**src/tcpaf_pkg.sv**
```systemverilog
// Shared types and constants for the tree closest-pair average filter.
package tcpaf_pkg;

  localparam int CFG_WIDTH = 3;
  localparam int CNT_WIDTH = 2;

  localparam logic [CFG_WIDTH-1:0] LEVELS_RESET = 3'd1;

  localparam logic [CNT_WIDTH-1:0] CNT_EMPTY = 2'd0;
  localparam logic [CNT_WIDTH-1:0] CNT_ONE   = 2'd1;
  localparam logic [CNT_WIDTH-1:0] CNT_FULL  = 2'd2;

  typedef enum logic [1:0] {
    ST_IDLE,
    ST_RUN,
    ST_PUSH
  } state_t;

endpackage

```
**src/tcpaf_reduce3.sv**
```systemverilog
// Three-way closest-pair reducer: averages the pair with the smallest difference.
module tcpaf_reduce3 #(
  parameter int SAMPLE_WIDTH = 16
) (
  input  logic signed [SAMPLE_WIDTH-1:0] a0,
  input  logic signed [SAMPLE_WIDTH-1:0] a1,
  input  logic signed [SAMPLE_WIDTH-1:0] a2,
  output logic signed [SAMPLE_WIDTH-1:0] result
);

  logic signed [SAMPLE_WIDTH:0] e0, e1, e2;
  logic signed [SAMPLE_WIDTH:0] s01, s12, s20;
  logic        [SAMPLE_WIDTH-1:0] d01, d12, d20;
  logic signed [SAMPLE_WIDTH:0] pa, pb, sum;

  assign e0 = {a0[SAMPLE_WIDTH-1], a0};
  assign e1 = {a1[SAMPLE_WIDTH-1], a1};
  assign e2 = {a2[SAMPLE_WIDTH-1], a2};

  assign s01 = e0 - e1;
  assign s12 = e1 - e2;
  assign s20 = e2 - e0;

  assign d01 = s01[SAMPLE_WIDTH] ? SAMPLE_WIDTH'(-s01) : s01[SAMPLE_WIDTH-1:0];
  assign d12 = s12[SAMPLE_WIDTH] ? SAMPLE_WIDTH'(-s12) : s12[SAMPLE_WIDTH-1:0];
  assign d20 = s20[SAMPLE_WIDTH] ? SAMPLE_WIDTH'(-s20) : s20[SAMPLE_WIDTH-1:0];

  always_comb begin
    pa = e0;
    pb = e2;
    priority if (d01 < d12) begin
      if (d01 < d20) begin
        pa = e0;
        pb = e1;
      end
    end else if (d12 < d20) begin
      pa = e1;
      pb = e2;
    end
  end

  assign sum    = pa + pb;
  assign result = sum[SAMPLE_WIDTH:1];

endmodule

```
**src/tree_closest_pair_average_filter_core.sv**
```systemverilog
// Top level of the tree closest-pair average filter core.
// Each sample transfer is reduced level by level through one shared three-way
// reducer, one tree level per cycle. A sample that only fills a level slot is
// accepted and stored at its level; one that completes a group at every level
// is accepted, reduced at each level in turn and then loaded into the output
// register. Loading the output register also waits while an earlier result
// is still held there. One filtered result is sent per window of
// 3^levels_in_use samples; levels_in_use of 0 acts as 1 and values above
// MAX_LEVELS act as MAX_LEVELS. cfg_ready is high only while no sample is
// being reduced, and writing levels_in_use restarts the window with the next
// sample.
module tree_closest_pair_average_filter_core #(
  parameter int MAX_LEVELS   = 5,
  parameter int SAMPLE_WIDTH = 16,
  localparam int TDATA_W     = ((SAMPLE_WIDTH + 7) / 8) * 8
) (
  input  logic                             clk,
  input  logic                             rst,
  input  logic                             cfg_valid,
  output logic                             cfg_ready,
  input  logic [tcpaf_pkg::CFG_WIDTH-1:0] cfg_data,   // levels_in_use
  input  logic                             s_tvalid,
  output logic                             s_tready,
  input  logic [TDATA_W-1:0]               s_tdata,    // sample
  output logic                             m_tvalid,
  input  logic                             m_tready,
  output logic [TDATA_W-1:0]               m_tdata     // filtered
);

  localparam int LVL_W = (MAX_LEVELS > 1) ? $clog2(MAX_LEVELS) : 1;

  tcpaf_pkg::state_t state, state_next;

  logic [tcpaf_pkg::CFG_WIDTH-1:0] levels;
  logic [LVL_W-1:0]                lvl;
  logic [LVL_W-1:0]                lvl_last;
  logic [SAMPLE_WIDTH-1:0]         v;
  logic [SAMPLE_WIDTH-1:0]         h0 [MAX_LEVELS];
  logic [SAMPLE_WIDTH-1:0]         h1 [MAX_LEVELS];
  logic [tcpaf_pkg::CNT_WIDTH-1:0] cnt [MAX_LEVELS];
  logic [tcpaf_pkg::CNT_WIDTH-1:0] cnt_cur;
  logic signed [SAMPLE_WIDTH-1:0]  red_out;
  logic                            load_out;
  logic                            in_xfer;
  logic                            cfg_xfer;

  assign cfg_ready = (state == tcpaf_pkg::ST_IDLE);
  assign cfg_xfer  = cfg_valid && cfg_ready;
  assign in_xfer   = s_tvalid && s_tready;
  assign cnt_cur   = cnt[lvl];

  always_comb begin
    if (levels == '0) begin
      lvl_last = '0;
    end else if (int'(levels) > MAX_LEVELS) begin
      lvl_last = LVL_W'(MAX_LEVELS - 1);
    end else begin
      lvl_last = LVL_W'(int'(levels) - 1);
    end
  end

  tcpaf_reduce3 #(
    .SAMPLE_WIDTH(SAMPLE_WIDTH)
  ) u_reduce (
    .a0    ($signed(h0[lvl])),
    .a1    ($signed(h1[lvl])),
    .a2    ($signed(v)),
    .result(red_out)
  );

  always_ff @(posedge clk) begin
    if (rst) begin
      state <= tcpaf_pkg::ST_IDLE;
    end else begin
      state <= state_next;
    end
  end

  always_comb begin
    state_next = state;
    s_tready   = 1'b0;
    load_out   = 1'b0;
    unique case (state)
      tcpaf_pkg::ST_IDLE: begin
        s_tready = 1'b1;
        if (s_tvalid) begin
          state_next = tcpaf_pkg::ST_RUN;
        end
      end
      tcpaf_pkg::ST_RUN: begin
        if (cnt_cur != tcpaf_pkg::CNT_FULL) begin
          state_next = tcpaf_pkg::ST_IDLE;
        end else if (lvl == lvl_last) begin
          state_next = tcpaf_pkg::ST_PUSH;
        end
      end
      tcpaf_pkg::ST_PUSH: begin
        if (!m_tvalid || m_tready) begin
          load_out   = 1'b1;
          state_next = tcpaf_pkg::ST_IDLE;
        end
      end
      default: state_next = tcpaf_pkg::ST_IDLE;
    endcase
  end

  // datapath: working value, level pointer, held values
  always_ff @(posedge clk) begin
    if (in_xfer) begin
      v   <= s_tdata[SAMPLE_WIDTH-1:0];
      lvl <= '0;
    end else if (state == tcpaf_pkg::ST_RUN) begin
      case (cnt_cur)
        tcpaf_pkg::CNT_EMPTY: h0[lvl] <= v;
        tcpaf_pkg::CNT_ONE:   h1[lvl] <= v;
        tcpaf_pkg::CNT_FULL: begin
          v   <= red_out;
          lvl <= lvl + 1'b1;
        end
        default: ;
      endcase
    end
  end

  // control: register, level counts
  always_ff @(posedge clk) begin
    if (rst) begin
      levels <= tcpaf_pkg::LEVELS_RESET;
      for (int i = 0; i < MAX_LEVELS; i++) begin
        cnt[i] <= tcpaf_pkg::CNT_EMPTY;
      end
    end else if (cfg_xfer) begin
      levels <= cfg_data;
      for (int i = 0; i < MAX_LEVELS; i++) begin
        cnt[i] <= tcpaf_pkg::CNT_EMPTY;
      end
    end else if (state == tcpaf_pkg::ST_RUN) begin
      if (cnt_cur == tcpaf_pkg::CNT_FULL) begin
        cnt[lvl] <= tcpaf_pkg::CNT_EMPTY;
      end else begin
        cnt[lvl] <= cnt_cur + 1'b1;
      end
    end
  end

  // output register
  always_ff @(posedge clk) begin
    if (rst) begin
      m_tvalid <= 1'b0;
    end else if (load_out) begin
      m_tvalid <= 1'b1;
    end else if (m_tready) begin
      m_tvalid <= 1'b0;
    end
  end

  always_ff @(posedge clk) begin
    if (load_out) begin
      m_tdata <= TDATA_W'(v);
    end
  end

  a_accept_runs: assert property (@(posedge clk) disable iff (rst)
    in_xfer |=> state == tcpaf_pkg::ST_RUN)
    else $error("accepted sample did not start a reduction");

  a_lvl_bound: assert property (@(posedge clk) disable iff (rst)
    state == tcpaf_pkg::ST_RUN |-> lvl <= lvl_last)
    else $error("level pointer ran past the tree depth");

  a_cnt_legal: assert property (@(posedge clk) disable iff (rst)
    state == tcpaf_pkg::ST_RUN |-> cnt_cur != 2'd3)
    else $error("level count out of range");

  a_out_source: assert property (@(posedge clk) disable iff (rst)
    $rose(m_tvalid) |-> $past(state) == tcpaf_pkg::ST_PUSH)
    else $error("result appeared without a completed window");

  a_push_full: assert property (@(posedge clk) disable iff (rst)
    state == tcpaf_pkg::ST_RUN && cnt_cur == tcpaf_pkg::CNT_FULL && lvl == lvl_last
    |=> state == tcpaf_pkg::ST_PUSH)
    else $error("root reduction did not reach output stage");

endmodule

```
**config.mk**
```make
export PLATFORM = sky130hd
export DESIGN_NAME = tree_closest_pair_average_filter_core
export DESIGN_NICKNAME = d
export VERILOG_FILES = /design/src/tcpaf_pkg.sv /design/src/tcpaf_reduce3.sv /design/src/tree_closest_pair_average_filter_core.sv
export SDC_FILE = /design/constraint.sdc
export NUM_CORES = 1
export LEC_CHECK = 0
export CAP_MARGIN = 20
export CELL_PAD_IN_SITES_DETAIL_PLACEMENT = 2
export CELL_PAD_IN_SITES_GLOBAL_PLACEMENT = 2
export CORE_AREA = 2 2 221 223
export CTS_CLUSTER_SIZE = 28
export DETAILED_ROUTE_END_ITERATION = 6
export DIE_AREA = 0 0 223 225
export DONT_BUFFER_PORTS = 1
export PLACE_DENSITY = 0.56
export SLEW_MARGIN = 5
export SYNTH_ARGS = -nofsm -noshare
export SYNTH_HDL_FRONTEND = slang
export SYNTH_HIERARCHICAL = 1
export SYNTH_SLANG_ARGS = --single-unit
```
**constraint.sdc**
```tcl
create_clock -name clk -period 26.8 [get_ports clk]
set_clock_uncertainty 0.2 [all_clocks]
set_input_delay 1.34 -clock clk [delete_from_list [all_inputs] [get_ports clk]]
set_output_delay 1.34 -clock clk [all_outputs]
set_load 0.005 [all_outputs]
```
==> results of run 1 <==
==> layout by cell type, fill, tap and decap left out, types with 7 or more instances in the layout <==
cell,count
and2_1,9
o21a_1,7
nor2_1,95
o21bai_1,10
nand2b_1,23
nor3_1,12
and3_1,7
nor2b_1,10
clkinv_1,7
nand3_1,20
a31oi_1,7
mux2_2,49
ha_1,110
mux4_1,20
a21oi_1,83
dfxtp_1,10
a21o_1,42
edfxtp_1,208
buf_4,17
clkbuf_16,25
o21ai_0,60
xor2_1,34
xnor2_1,63
inv_1,87
mux4_2,16
a211oi_1,9
nand2_1,84
==> stage by stage <==
stage	instances	utilization
floorplan	1232	-
global placement	1833	0.315
detailed placement	1833	0.315
CTS	1879	0.330
global route	1881	0.331
finish	1881	0.331
==> flip-flops by register name, summed over array words and instances (netlist names), named ones only <==
signal    flops
cnt          16
h0           80
h1           80
levels        3
lvl           3
m_tdata      16
m_tvalid      1
state         2
v            16
==> worst min-delay path by stage <==
stage                      to  slack (ns)  cells after the start
finish              levels[1]        0.30                      2
global route        levels[1]        0.32                      2
CTS                 levels[1]        0.30                      2
detailed placement  levels[1]        0.29                      2
global placement    levels[1]        0.29                      2
floorplan           levels[1]        0.26                      2
==> cells by family (layout without fill, tap and decap cells) <==
group	count (synthesis)	after routing	synth area share
adders and majority gates	116	116	0.104
muxes	90	90	0.105
AOI/OAI and AO/OA	297	297	0.142
xor gates and xnor gates	97	97	0.0597
DFF	220	220	0.456
and+or+nand+nor	293	293	0.0977
buffers and inverters	119	153	0.0355
==> cell type report <==
class,count,area (µm²),share of cell area
Multi-Input combinational cell,893,7240,0.460
Inverter,88,330,0.0210
Tap cell,615,769,0.0489
Timing Repair Buffer,19,160,0.0102
Sequential cell,220,6490,0.412
Clock buffer,31,648,0.0412
Clock inverter,15,106,0.00676
==> per-layer routing <==
| layer | GRT usage | share of wire | vias up |
|---|---|---|---|
| li1 | - | - | 4644 |
| met1 | 0.233 | 0.46 | 4957 |
| met2 | 0.326 | 0.51 | 88 |
| met3 | 0.0207 | 0.023 | 37 |
| met4 | 0.0236 | 0.011 | 4 |
| met5 | 0 | 0.00055 | - |
==> cell usage after synthesis (10+ instances only) <==
master and number:
mux4_2 16, nand2b_1 23, xor2_1 34, clkbuf_1 15, nor3_1 12, nor2_1 95, nand3_1 20, inv_1 87
nor2b_1 11, nand2_1 84, ha_1 110, dfxtp_1 12, o21bai_1 10, o21ai_0 60, xnor2_1 63, mux2_2 49
mux4_1 20, edfxtp_1 208, a21oi_1 83, a21o_1 42
==> critical path, delay by kind of cell (launching register included) <==
family / cells / cell delay (ns)
simple gates: 4 / 0.57
buf+inv: 2 / 0.93
mux: 4 / 1.23
compound gates: 26 / 5.59
flops: 1 / 0.31
fa+ha+maj: 6 / 2.00
==> out/metrics.yaml, run 1 <==
status: "finished, final reports clean"
synth_top_cell_by_area: "edfxtp_1"
cts.sinks: 220
root_buffer: "clkbuf_16"
synth_area_um2: 14200
wl_um: 44000
ios: 43
rsz0062_at_grt: "no"
async_reset_ff_frac: 0
core_area_um2: 47500
die_w_um: 223
slew_headroom: 0.286
final.period_utilization: 0.414
slew_viol_final: 0
fin_area_um2: 15700
worstHoldStart: "levels[1]"
synth_area_leaders: "edfxtp_1 44%, ha_1 9.7%, mux2_2 3.9%, xnor2_1 3.9%, mux4_1 3.7%"
cts_buffers: 25
reg2reg_depth: 42
synth_top_cell_area_share: 0.439
post_cts_resized: 0
antenna_cells: 0
fin_crit_ns: 11.08
slowest_delay_ns: 0.59
start_util: 0.299
drtIter0Drc: 536
fillers: 5045
area_delta_synth_final_pct: 10.7
grt_pass1_vias: 10700
grt_max_degree: 37
cp-endpoint: "v[15]"
postCtsSetupBuffers: 0
clk_latency_ns: 0.54
ys_ff_latch: 220
hold_path.class: "register to register"
hpwl_um: 33900
finalWorstSetupSlack_ns: 15.72
dp_slack_ns: 15.62
cp-end-kind: "register"
dieArea_um2: 50200
synthCells: 1232
synth_cell_types: 87
htreeDepth: 1
routed_via_density: 5.17
grt_usage: 0.179
arrival_ns: 11.29
drive_gt1_frac: 0.118
clockBufferDepth: 3
reg2reg_slack_ns: 15.72
path_clk_slew_ns: 0.06
dr.pass1.iters: 5
worst-path-max-fanout: 36
worstPathRequired_ns: 27.01
routedWlPerCell_um: 23.4
hold_viol: 0
grt_overflow: 0
place_congestion: 0.778
synthFlopType: "edfxtp_1"
rr_endpoint: "v[15]"
max_freq_mhz: 90.2
ant_nets: 0
synth_edf_count: 208
drc: 0
fin_hold_ws_ns: 0.296
ys_warn_count: 6
crit_top_cell: "a21oi_1"
fp.dieH_um: 225
post_dp_cell_area_um2: 15000
cap_violations: 0
cpMaxStageDelayCell: "mux4_2"
fin_tns_setup_ns: 0
cts_tree: "yes"
syn_nets: 1370
worst_pin_slew_ns: 1.07
cts_hold_buf: 0
setup_viol: 0
path_class: "register to register"
port_buffers: 0
nets: 1385
seq_area_frac_synth: 0.456
grt_antenna_before_repair: 4
grt_first_pass_wirelength_um: 68000
postSynthAreaPerCell_um2: 11.5
rows: 80
vias: 9730
crit_path_start_kind: "register"
Power of run 1 is left out: the tool's default activity adds up to more than one toggle a clock period on the data nets, which glitch-free logic cannot reach.
==> run 2, diff against run 1 <==
- clock period: 26.8 -> 10.2 ns (I/O delays scaled with it)
==> out/metrics.yaml, run 2 (same netlist as run 1, synthesis figures left out) <==
place_congestion: 0.811
cp-end-kind: "register"
drc: 0
antenna_cells: 0
root_buffer: "clkbuf_16"
final.period_utilization: 0.944
crit_path_start_kind: "register"
worst_pin_slew_ns: 1.06
fin_tns_setup_ns: 0
fin_crit_ns: 9.63
clockBufferDepth: 3
vias: 10100
hpwl_um: 36300
slew_viol_final: 0
grt_antenna_before_repair: 3
dp_cells: 1868
mostFrequentLayoutCells: "208 x edfxtp_1, 109 x ha_1, 94 x nor2_1"
worst-path-max-fanout: 21
dr.pass1.iters: 4
setup_viol: 0
ios: 43
path_clk_slew_ns: 0.06
die_w_um: 223
dieArea_um2: 50200
worstPathRequired_ns: 10.29
routedWlPerCell_um: 24.1
start_util: 0.299
routed_via_density: 5.22
finalWorstSetupSlack_ns: 0.570
htreeDepth: 1
reg_top3: "h0 (80), h1 (80)"
fin_cells: 1943
status: "finished, final reports clean"
cts_buffers: 25
grt_pass1_vias: 11100
hold_viol: 0
grt_max_degree: 25
grt_usage: 0.189
grt_overflow: 0
nets: 1447
drtIter0Drc: 541
fp.dieH_um: 225
final_common_cell: "edfxtp_1"
cts_tree: "yes"
finish.utilization: 0.347
max_freq_mhz: 104
dp_slack_ns: -0.102
slowest_delay_ns: 0.40
slew_headroom: 0.291
cpMaxStageDelayCell: "fa_1"
cts.sinks: 220
arrival_ns: 9.72
hold_path.class: "primary input to register"
cap_violations: 0
port_buffers: 0
grt_first_pass_wirelength_um: 71000
core_area_um2: 47500
drive_gt1_frac: 0.161
area_delta_synth_final_pct: 16.1
crit_top_cell: "a21oi_2"
path_class: "register to register"
clk_latency_ns: 0.54
wl_um: 46800
rows: 80
ant_nets: 0
[run 2: changes by cell type in the layout (fill, tap and decap cells not counted), moves of 3 or more]
cell           before  now
a21oi_1            83   74
a21oi_2             1   10
buf_4              17   53
bufinv_16           1    5
clkbuf_1            6    2
clkinv_2            3    6
dlygate4sd3_1       0   24
[run 2: through the flow]
| stage | hold slack (ns) | cell area (µm²) |
|---|---|---|
| 2_1_floorplan | 0.263 | 14200 |
| 3_3_place_gp | 0.293 | 15200 |
| 3_5_place_dp | 0.299 | 15200 |
| 4_1_cts | 0.0191 | 16400 |
| 5_1_grt | 0.0314 | 16500 |
| 6_report | 0.0463 | 16500 |
[run 2: final timing paths]
kind,startpoint,endpoint,slack (ns),cells after the start
setup / recovery,register,v[15],0.57,44
hold / removal,cfg_valid,levels[0],0.05,2
setup reg to reg,register,v[15],0.57,44
hold reg to reg,levels[2],levels[2],0.37,2
[run 2: repair_timing]
action | in CTS | in global routing
gates resized for setup | 3 | 27
hold endpoints to repair | 22 | 0
endpoints found under the setup margin | 2 | 3
buffers inserted | 0 | 5
hold buffers | 24 | 0
pin swaps | 1 | 5
[run 2: worst max-delay path, delay by kind of cell, from the launching register on]
family	cells	cell delay (ns)
adder cells (fa/ha/maj)	6	1.89
AO/OA/AOI/OAI	26	4.47
flip-flops	1	0.36
buffers and inverters	3	0.59
multiplexers	4	1.17
AND/OR/NAND/NOR	5	0.63
[run 2: per-layer routing]
layer  share of wire  vias to the layer above  track usage
met5         0.00049                        -            0
li1                -                     4768            -
met2            0.49                      143        0.331
met3           0.028                       45       0.0213
met4           0.015                        4       0.0305
met1            0.47                     5189        0.255
[run 2: final cells by class]
cell class	instances	area, µm²
fill	4989	31000
multi-input combinational	893	7340
sequential	220	6490
tap	615	769
timing repair buffer	81	701
clock buffer	27	633
inverter	88	330
clock inverter	19	239
Power of run 2 is left out for the same reason.
